--- src/hw/rtl/mice_pkg.sv ---
`default_nettype none

package mice_pkg;

	// Width of one sense snapshot and of the enable register.
	localparam int unsigned SAMPLE_W = 32;

	// Width of the channel index carried by each event.
	localparam int unsigned CHAN_W = 5;

	// Default number of sense channels that may report events.
	localparam int unsigned DEFAULT_CHANNELS = 32;

	// Enable register value after reset: every channel enabled.
	localparam logic [SAMPLE_W-1:0] MASK_RESET = '1;

	// Number of pending samples the queue between front and back can hold.
	localparam int unsigned QUEUE_DEPTH = 2;

	// One classified sample: the channels that fire and the new levels.
	typedef struct packed {
		logic [SAMPLE_W-1:0] fire;
		logic [SAMPLE_W-1:0] sample;
	} job_t;

	// Status of the event emitter, watched by the top level checks.
	typedef struct packed {
		logic busy;
		logic pend_empty;
	} back_stat_t;

endpackage

`default_nettype wire

--- src/hw/rtl/mice_front.sv ---
`default_nettype none

module mice_front #(
	parameter int unsigned CHANNELS = mice_pkg::DEFAULT_CHANNELS
) (
	input  wire logic                          clk,
	input  wire logic                          arst_n,
	input  wire logic                          cfg_wr_en,
	input  wire logic [mice_pkg::SAMPLE_W-1:0] cfg_wr_data,
	input  wire logic                          in_valid,
	output logic                               in_ready,
	input  wire logic [mice_pkg::SAMPLE_W-1:0] sample_bits,
	input  wire logic                          q_full,
	output logic                               q_push,
	output mice_pkg::job_t                     q_job
);

	// Only channels below CHANNELS and below the snapshot width can fire.
	localparam int unsigned LANES = (CHANNELS < mice_pkg::SAMPLE_W) ?
		CHANNELS : mice_pkg::SAMPLE_W;
	localparam logic [mice_pkg::SAMPLE_W-1:0] LANE_MASK =
		{mice_pkg::SAMPLE_W{1'b1}} >> (mice_pkg::SAMPLE_W - LANES);

	logic [mice_pkg::SAMPLE_W-1:0] mask_q;
	logic [mice_pkg::SAMPLE_W-1:0] prev_q;
	logic [mice_pkg::SAMPLE_W-1:0] fire;
	logic                          accept;

	// Classify the incoming snapshot against the stored one.
	always_comb begin
		fire     = (sample_bits ^ prev_q) & mask_q & LANE_MASK;
		in_ready = !q_full;
		accept   = in_valid && in_ready;
		q_push   = accept && (|fire);
		q_job.fire   = fire;
		q_job.sample = sample_bits;
	end

	// Enable register and stored snapshot. Every accepted beat replaces the
	// whole snapshot, masked channels included.
	always_ff @(posedge clk or negedge arst_n) begin
		if (!arst_n) begin
			mask_q <= mice_pkg::MASK_RESET;
			prev_q <= '0;
		end else begin
			if (cfg_wr_en) begin
				mask_q <= cfg_wr_data;
			end
			if (accept) begin
				prev_q <= sample_bits;
			end
		end
	end

endmodule

`default_nettype wire

--- src/hw/rtl/mice_queue.sv ---
`default_nettype none

module mice_queue (
	input  wire logic           clk,
	input  wire logic           arst_n,
	input  wire logic           push,
	input  wire mice_pkg::job_t push_job,
	output logic                full,
	input  wire logic           pop,
	output logic                valid,
	output mice_pkg::job_t      pop_job
);

	localparam int unsigned DEPTH = mice_pkg::QUEUE_DEPTH;
	localparam int unsigned PTR_W = (DEPTH > 1) ? $clog2(DEPTH) : 1;
	localparam int unsigned CNT_W = $clog2(DEPTH + 1);

	mice_pkg::job_t   entry_q [DEPTH];
	logic [PTR_W-1:0] wr_ptr_q;
	logic [PTR_W-1:0] rd_ptr_q;
	logic [CNT_W-1:0] count_q;
	logic             do_push;
	logic             do_pop;

	// Occupancy flags and read side.
	always_comb begin
		full    = (count_q == CNT_W'(DEPTH));
		valid   = (count_q != '0);
		do_push = push && !full;
		do_pop  = pop && valid;
		pop_job = entry_q[rd_ptr_q];
	end

	// Pointers and fill count.
	always_ff @(posedge clk or negedge arst_n) begin
		if (!arst_n) begin
			wr_ptr_q <= '0;
			rd_ptr_q <= '0;
			count_q  <= '0;
		end else begin
			if (do_push) begin
				wr_ptr_q <= (wr_ptr_q == PTR_W'(DEPTH - 1)) ? '0 : wr_ptr_q + 1'b1;
			end
			if (do_pop) begin
				rd_ptr_q <= (rd_ptr_q == PTR_W'(DEPTH - 1)) ? '0 : rd_ptr_q + 1'b1;
			end
			if (do_push && !do_pop) begin
				count_q <= count_q + 1'b1;
			end else if (do_pop && !do_push) begin
				count_q <= count_q - 1'b1;
			end
		end
	end

	// Entry storage.
	always_ff @(posedge clk) begin
		if (do_push) begin
			entry_q[wr_ptr_q] <= push_job;
		end
	end

endmodule

`default_nettype wire

--- src/hw/rtl/mice_back.sv ---
`default_nettype none

module mice_back (
	input  wire logic                        clk,
	input  wire logic                        arst_n,
	input  wire logic                        q_valid,
	input  wire mice_pkg::job_t              q_job,
	output logic                             q_pop,
	output logic                             out_valid,
	input  wire logic                        out_ready,
	output logic [mice_pkg::CHAN_W-1:0]      channel,
	output logic                             rising,
	output logic                             last,
	output mice_pkg::back_stat_t             stat
);

	localparam int unsigned W = mice_pkg::SAMPLE_W;

	logic                          busy_q;
	logic [W-1:0]                  pend_q;
	logic [W-1:0]                  smp_q;
	logic                          out_valid_q;
	logic [mice_pkg::CHAN_W-1:0]   channel_q;
	logic                          rising_q;
	logic                          last_q;
	logic [W-1:0]                  low_bit;
	logic [mice_pkg::CHAN_W-1:0]   low_idx;
	logic                          low_last;
	logic                          emit;

	// Lowest pending channel: isolate the bit, then encode it.
	always_comb begin
		low_bit  = pend_q & (~pend_q + 1'b1);
		low_idx  = '0;
		for (int i = 0; i < W; i++) begin
			if (low_bit[i]) begin
				low_idx = low_idx | mice_pkg::CHAN_W'(i);
			end
		end
		low_last = ((pend_q & ~low_bit) == '0);
		emit     = busy_q && (!out_valid_q || out_ready);
		q_pop    = !busy_q && q_valid;
	end

	// Control: one sample at a time, one event per free output slot.
	always_ff @(posedge clk or negedge arst_n) begin
		if (!arst_n) begin
			busy_q      <= 1'b0;
			out_valid_q <= 1'b0;
		end else begin
			if (q_pop) begin
				busy_q <= 1'b1;
			end else if (emit && low_last) begin
				busy_q <= 1'b0;
			end
			if (emit) begin
				out_valid_q <= 1'b1;
			end else if (out_ready) begin
				out_valid_q <= 1'b0;
			end
		end
	end

	// Pending set, sample levels and the output register.
	always_ff @(posedge clk) begin
		if (q_pop) begin
			pend_q <= q_job.fire;
			smp_q  <= q_job.sample;
		end else if (emit) begin
			pend_q <= pend_q & ~low_bit;
		end
		if (emit) begin
			channel_q <= low_idx;
			rising_q  <= |(smp_q & low_bit);
			last_q    <= low_last;
		end
	end

	assign out_valid       = out_valid_q;
	assign channel         = channel_q;
	assign rising          = rising_q;
	assign last            = last_q;
	assign stat.busy       = busy_q;
	assign stat.pend_empty = (pend_q == '0);

endmodule

`default_nettype wire

--- src/hw/rtl/masked_input_change_event_emitter_core.sv ---
// Masked input change event emitter.
// Input channel: in_valid/in_ready with sample_bits, one beat per polled
// snapshot of the sense channels. Output channel: out_valid/out_ready with
// channel, rising and last, one beat per event, in ascending channel order;
// last marks the final event of a snapshot. A snapshot with no enabled change
// produces no beat but still replaces the stored snapshot.
// The front stage classifies a snapshot in the cycle it is accepted and
// places it in a two-entry queue. The emitter takes one snapshot from the
// queue while idle and then sends one event per cycle while the event
// register is free or being taken; the snapshot passes through a queue entry,
// the pending set and the event register before its first event appears.
// in_ready stays high while the queue has room, so the front keeps taking
// snapshots while the emitter works. cfg_wr_en/cfg_wr_data write the enable mask.
// Reset sets the enable mask to all ones, the stored snapshot to zero and
// empties the queue. When the receiver stalls, the event register holds its
// beat, the emitter waits, the queue fills and then in_ready drops.
`default_nettype none

module masked_input_change_event_emitter_core #(
	parameter int unsigned CHANNELS = mice_pkg::DEFAULT_CHANNELS
) (
	input  wire logic                          clk,
	input  wire logic                          arst_n,
	input  wire logic                          cfg_wr_en,
	input  wire logic [mice_pkg::SAMPLE_W-1:0] cfg_wr_data,
	input  wire logic                          in_valid,
	output logic                               in_ready,
	input  wire logic [mice_pkg::SAMPLE_W-1:0] sample_bits,
	output logic                               out_valid,
	input  wire logic                          out_ready,
	output logic [mice_pkg::CHAN_W-1:0]        channel,
	output logic                               rising,
	output logic                               last
);

	logic                 q_full;
	logic                 q_push;
	mice_pkg::job_t       push_job;
	logic                 q_pop;
	logic                 q_valid;
	mice_pkg::job_t       pop_job;
	mice_pkg::back_stat_t back_stat;

	// Front: accept and classify snapshots.
	mice_front #(
		.CHANNELS(CHANNELS)
	) u_front (
		.clk        (clk),
		.arst_n     (arst_n),
		.cfg_wr_en  (cfg_wr_en),
		.cfg_wr_data(cfg_wr_data),
		.in_valid   (in_valid),
		.in_ready   (in_ready),
		.sample_bits(sample_bits),
		.q_full     (q_full),
		.q_push     (q_push),
		.q_job      (push_job)
	);

	// Queue of classified snapshots.
	mice_queue u_queue (
		.clk     (clk),
		.arst_n  (arst_n),
		.push    (q_push),
		.push_job(push_job),
		.full    (q_full),
		.pop     (q_pop),
		.valid   (q_valid),
		.pop_job (pop_job)
	);

	// Back: emit one event per cycle unless the receiver stalls.
	mice_back u_back (
		.clk      (clk),
		.arst_n   (arst_n),
		.q_valid  (q_valid),
		.q_job    (pop_job),
		.q_pop    (q_pop),
		.out_valid(out_valid),
		.out_ready(out_ready),
		.channel  (channel),
		.rising   (rising),
		.last     (last),
		.stat     (back_stat)
	);

	// A busy emitter always has at least one channel left to report.
	assert property (@(posedge clk) disable iff (!arst_n)
		back_stat.busy |-> !back_stat.pend_empty)
		else $error("emitter busy with no pending channel");

	// The front never pushes into a full queue.
	assert property (@(posedge clk) disable iff (!arst_n)
		q_push |-> !q_full)
		else $error("push into full queue");

	// A new event beat only appears after the emitter was working.
	assert property (@(posedge clk) disable iff (!arst_n)
		$rose(out_valid) |-> $past(back_stat.busy))
		else $error("event beat without active snapshot");

	// Only snapshots with at least one event enter the queue.
	assert property (@(posedge clk) disable iff (!arst_n)
		q_push |-> (push_job.fire != '0))
		else $error("empty snapshot queued");

endmodule

`default_nettype wire

--- config.mk ---
export PLATFORM = sky130hd
export DESIGN_NAME = masked_input_change_event_emitter_core
export DESIGN_NICKNAME = d
export VERILOG_FILES = /design/src/hw/rtl/mice_pkg.sv /design/src/hw/rtl/mice_front.sv /design/src/hw/rtl/mice_queue.sv /design/src/hw/rtl/mice_back.sv /design/src/hw/rtl/masked_input_change_event_emitter_core.sv
export SDC_FILE = /design/constraint.sdc
export NUM_CORES = 1
export LEC_CHECK = 0
export ABC_AREA = 1
export BUFFER_PORTS_ARGS = -buffer_cell sky130_fd_sc_hd__buf_2
export CAP_MARGIN = 20
export CORE_ASPECT_RATIO = 0.75
export CORE_MARGIN = 4
export CORE_UTILIZATION = 39
export CTS_BUF_LIST = sky130_fd_sc_hd__clkbuf_8
export DETAILED_ROUTE_END_ITERATION = 8
export PLACE_DENSITY = 0.64
export SLEW_MARGIN = 5
export SYNTH_ARGS = -nofsm -noshare
export SYNTH_HDL_FRONTEND = slang
export SYNTH_SLANG_ARGS = --single-unit
--- constraint.sdc ---
create_clock -name clk -period 4.4 [get_ports clk]
set_input_delay 1.32 -clock clk [delete_from_list [all_inputs] [get_ports clk]]
set_output_delay 1.32 -clock clk [all_outputs]
set_load 0.02 [all_outputs]
==> flow_summary.ini <==
[synthesis]
synth_adder_area_share = 0.00107
synth_area_per_cell_sq_um = 10.2
seq_area_frac_synth = 0.665
postSynthCellCount = 1147
synth.net_count = 1217
ys_top_cells_by_area = edfxtp_1 (51%), nand2_1 (14%), dfrtp_1 (8.1%), dfstp_2 (7.2%), nor2_1 (3.7%)
synth_warnings = 0
synth.area.mux_share = 0.0154
synth_xor_area_frac = 0.0203
synth_compound_gate_area_share = 0.0416
ys_types = 37
largest_family_of_logic_cells_by_synthesized_area = simple AND/OR/NAND/NOR gates
synth_edf_count = 199
synth-simple-area-share = 0.216
synth_flop_cell = edfxtp_1
postSynth.asyncResetShare = 0.260
number_of_flip_flops_and_latches_in_the_synthesized_netlist = 269
synthesis.area_sq_um = 11700
synth_top_area_frac = 0.512
synth_largest_area_cell = edfxtp_1

[placed_design]
port_buffers = 77
pre_cts_slack_ps = 186
placed_cells = 1593
final_weighted_congestion_in_routability_driven_placement = 0.964
hpwl_after_detailed_placement_mm = 19.6
placed_instance_area_sq_um = 12500

[drt]
total_wire_length_after_detailed_routing_mm = 28.4
vias = 8095
detailed_route_wire_length_per_cell_um = 17.0
routed_via_density = 4.83
drtIter0Drc = 638
drc = 0
drtAntennaViolNets = 0
detail_route.first_pass.iterations = 6

[die]
fp-row-count = 54
dieArea_sq_um = 32800
fp.dieW_um = 208
die_h_um = 158
io-pin-count = 78
start_util = 0.399
placeableCoreArea_sq_um = 29300

[timing]
hold_viol_final = 0
achievable-frequency_mhz = 279
final_number_of_max_transition_violations = 0
postLayoutSetupSlackWorst_ps = 821
setup-violations-final = 0
final_period_minus_worst_setup_slack_ps = 3580
final_min_period_over_clock_period = 0.813
fin_skew_ps = 21.6
rsz0062_at_grt = no
actual_transition_at_the_worst_max_transition_pin_ps = 1070
timing.slew.headroom = 0.288
setup_tns_ps = 0

[critical_path]
crit_path_max_incr_delay_ps = 780
worst_setup_path_start_kind = input pin
worst-r2r-cell-count = 9
cp_slowest_cell = nor2_4
required_ps = 4590
cell_by_cell_listing_of_the_critical_path = buf_2 > xnor2_1 > nor2_1 > nor3_1 > nand4_1 > nor2_1 > nand2_1 > nand2_1 > nor2_4 > buf_4
crit_fanout = 33
worst_ep_arrival_time_ps = 3770
cp-end-kind = flip-flop
path_type_of_the_worst_setup_path = input pin to flip-flop

[power_and_ir_drop]
combPwrFrac = 0.149
power_frac_seq = 0.524
p_clk_frac = 0.327
leakage_power_total_nw = 5.73
vdd_drop_max_mv = 0.261
power-per-cell-area_nw_per_um2 = 503
swShare = 0.279
finalPower_mw = 6.76
internal-power_mw = 4.87
p_switching_mw = 1.88

[global_routing]
use_met1 = 0.263
antenna_found_initial = 0
global_route.peak_usage_layer = met1
met2_usage = 0.253
global_route.overflow_total = 0
grt_pass1_wl_mm = 44.7
globalRouteMet3Util = 0.0400
global_route.usage.total = 0.172
grt_max_degree = 97
first_global_vias = 7923

[final_layout]
layoutNonFillerInstCount = 1676
flow.area_growth_from_synthesis_pct = 15.1
drive_gt1_frac = 0.171
nFillCells = 2792
insertedDiodeCount = 0
layout.cell_area.non_filler_sq_um = 13400
final_nets = 1318

[clock_network]
cts_tree = built
cts.repair_timing.setup_buffer_count = 0
h_tree_depth = 2
clock_latency_of_the_later_clocked_register_in_the_worst_skew_pair_ps = 560
maximum_clock_path_buffer_count = 3
cts_hold_buf = 0
cts_sinks = 269
clk_transition_reported_paths_ps = 60
cts_root_buf = clkbuf_8
cts-buffers-inserted = 45
ctsResizeCount = 0

[outcome]
status = complete, no violations

[worst_hold_path]
hold_path_depth = 2
hold_class = flip-flop to flip-flop

[flow_run]
number_of_max_cap_violations = 0
[placed cells by master (no fill, tap or decap), types with 2 or more instances in the layout]
| master | count |
|---|---|
| clkinvlp_4 | 2 |
| nand2_1 | 419 |
| clkinv_2 | 5 |
| dfstp_2 | 32 |
| bufinv_16 | 2 |
| inv_2 | 2 |
| nor2_1 | 115 |
| nor3_1 | 10 |
| xor2_1 | 10 |
| mux2_2 | 16 |
| nand4_1 | 11 |
| dfrtp_1 | 37 |
| or2_2 | 5 |
| clkbuf_8 | 52 |
| a21oi_1 | 20 |
| nand2_2 | 2 |
| inv_1 | 102 |
| o21ai_0 | 33 |
| nor2_2 | 4 |
| nor3b_1 | 2 |
| buf_2 | 76 |
| xnor2_1 | 17 |
| o21ai_1 | 4 |
| a31oi_1 | 25 |
| edfxtp_1 | 199 |
| nor4_1 | 2 |
| nor2_4 | 5 |
| clkinv_1 | 7 |
| inv_6 | 2 |
| nand3_1 | 44 |
| buf_4 | 9 |
[metrics by stage]
| stage | utilization | hold slack (ps) |
|---|---|---|
| 2_1_floorplan | - | 442 |
| 6_report | 0.459 | 479 |
| 4_1_cts | 0.459 | 484 |
| 5_1_grt | 0.459 | 509 |
| 3_5_place_dp | 0.428 | 468 |
| 3_3_place_gp | 0.428 | 454 |
[per-layer routing]
layer | share of wire | wire (um)
met1 | 0.51 | 14400
met2 | 0.42 | 12000
met3 | 0.057 | 1620
met4 | 0.014 | 404
met5 | 0 | 0
[power groups by stage]
stage | sequential, mW | clock, mW | combinational (mW)
5_1_grt | 3.59 | 2.40 | 1.15
4_1_cts | 3.54 | 2.28 | 1.03
2_1_floorplan | 3.56 | 0 | 0.660
6_report | 3.54 | 2.21 | 1.01
3_5_place_dp | 3.59 | 0 | 1.02
3_3_place_gp | 3.57 | 0 | 0.993
[registers in the layout (all words and copies together), names as in the netlist]
register          count
u_back.last           1
u_back.channel        5
u_queue.rd_ptr_q      1
u_back.rising         1
u_back.smp_q         32
u_queue.entry_q     128
u_back.busy_q         1
u_queue.count_q       2
u_back.pend_q        32
u_back.out_valid      1
u_queue.wr_ptr_q      1
u_front.mask_q       32
u_front.prev_q       32
[cell usage after synthesis, types with 2 or more instances]
library cell and count:
clkbuf_1 29, nor2_1 116, dfrtp_1 38, nor2_4 4, edfxtp_1 199, nor4_1 2
nor2_2 4, o21ai_1 4, nor3b_1 2, buf_1 2, nand2_1 420, a31oi_1 25
inv_1 89, nand4_1 11, a21oi_1 21, dfstp_2 32, o21ai_0 33, xor2_1 10
nor3_1 10, nand3_1 44, xnor2_1 17, mux2_2 16, or2_2 5
[cell type report]
class	instances	area [sq um]	share of cell area
clock buffer	52	716	0.0533
clock inverter	31	193	0.0143
inverter	91	342	0.0254
multi-input combinational	755	3460	0.257
sequential	269	7770	0.578
tap	392	490	0.0365
timing repair buffer	86	468	0.0348
[critical path: cells and delay by family]
kind / cells / cell delay (ps)
buffers and inverters: 2 / 670
xor gates and xnor gates: 1 / 120
and+or+nand+nor: 7 / 1630
[cell families (layout without fill, tap and decap cells)]
group / Yosys count / after routing
AO/OA/AOI/OAI: 88 / 88
XOR/XNOR: 27 / 27
adder cells (fa/ha/maj): 1 / 1
buffers and inverters: 123 / 260
flip-flops: 269 / 269
multiplexers: 16 / 16
AND/OR/NAND/NOR: 623 / 623
[worst paths after layout]
path	start	to	slack, ps
max reg2reg	u_front.mask_q[11]	u_queue.entry_q[1][45]	1210
min in group asynchronous	arst_n	u_front.prev_q[23]	910
max in group asynchronous	arst_n	u_queue.rd_ptr_q	2840
min reg2reg	u_queue.wr_ptr_q	u_queue.wr_ptr_q	480
max	sample_bits[11]	u_queue.entry_q[1][45]	820
min	u_queue.wr_ptr_q	u_queue.wr_ptr_q	480
Power figures use the tool's default switching activity.
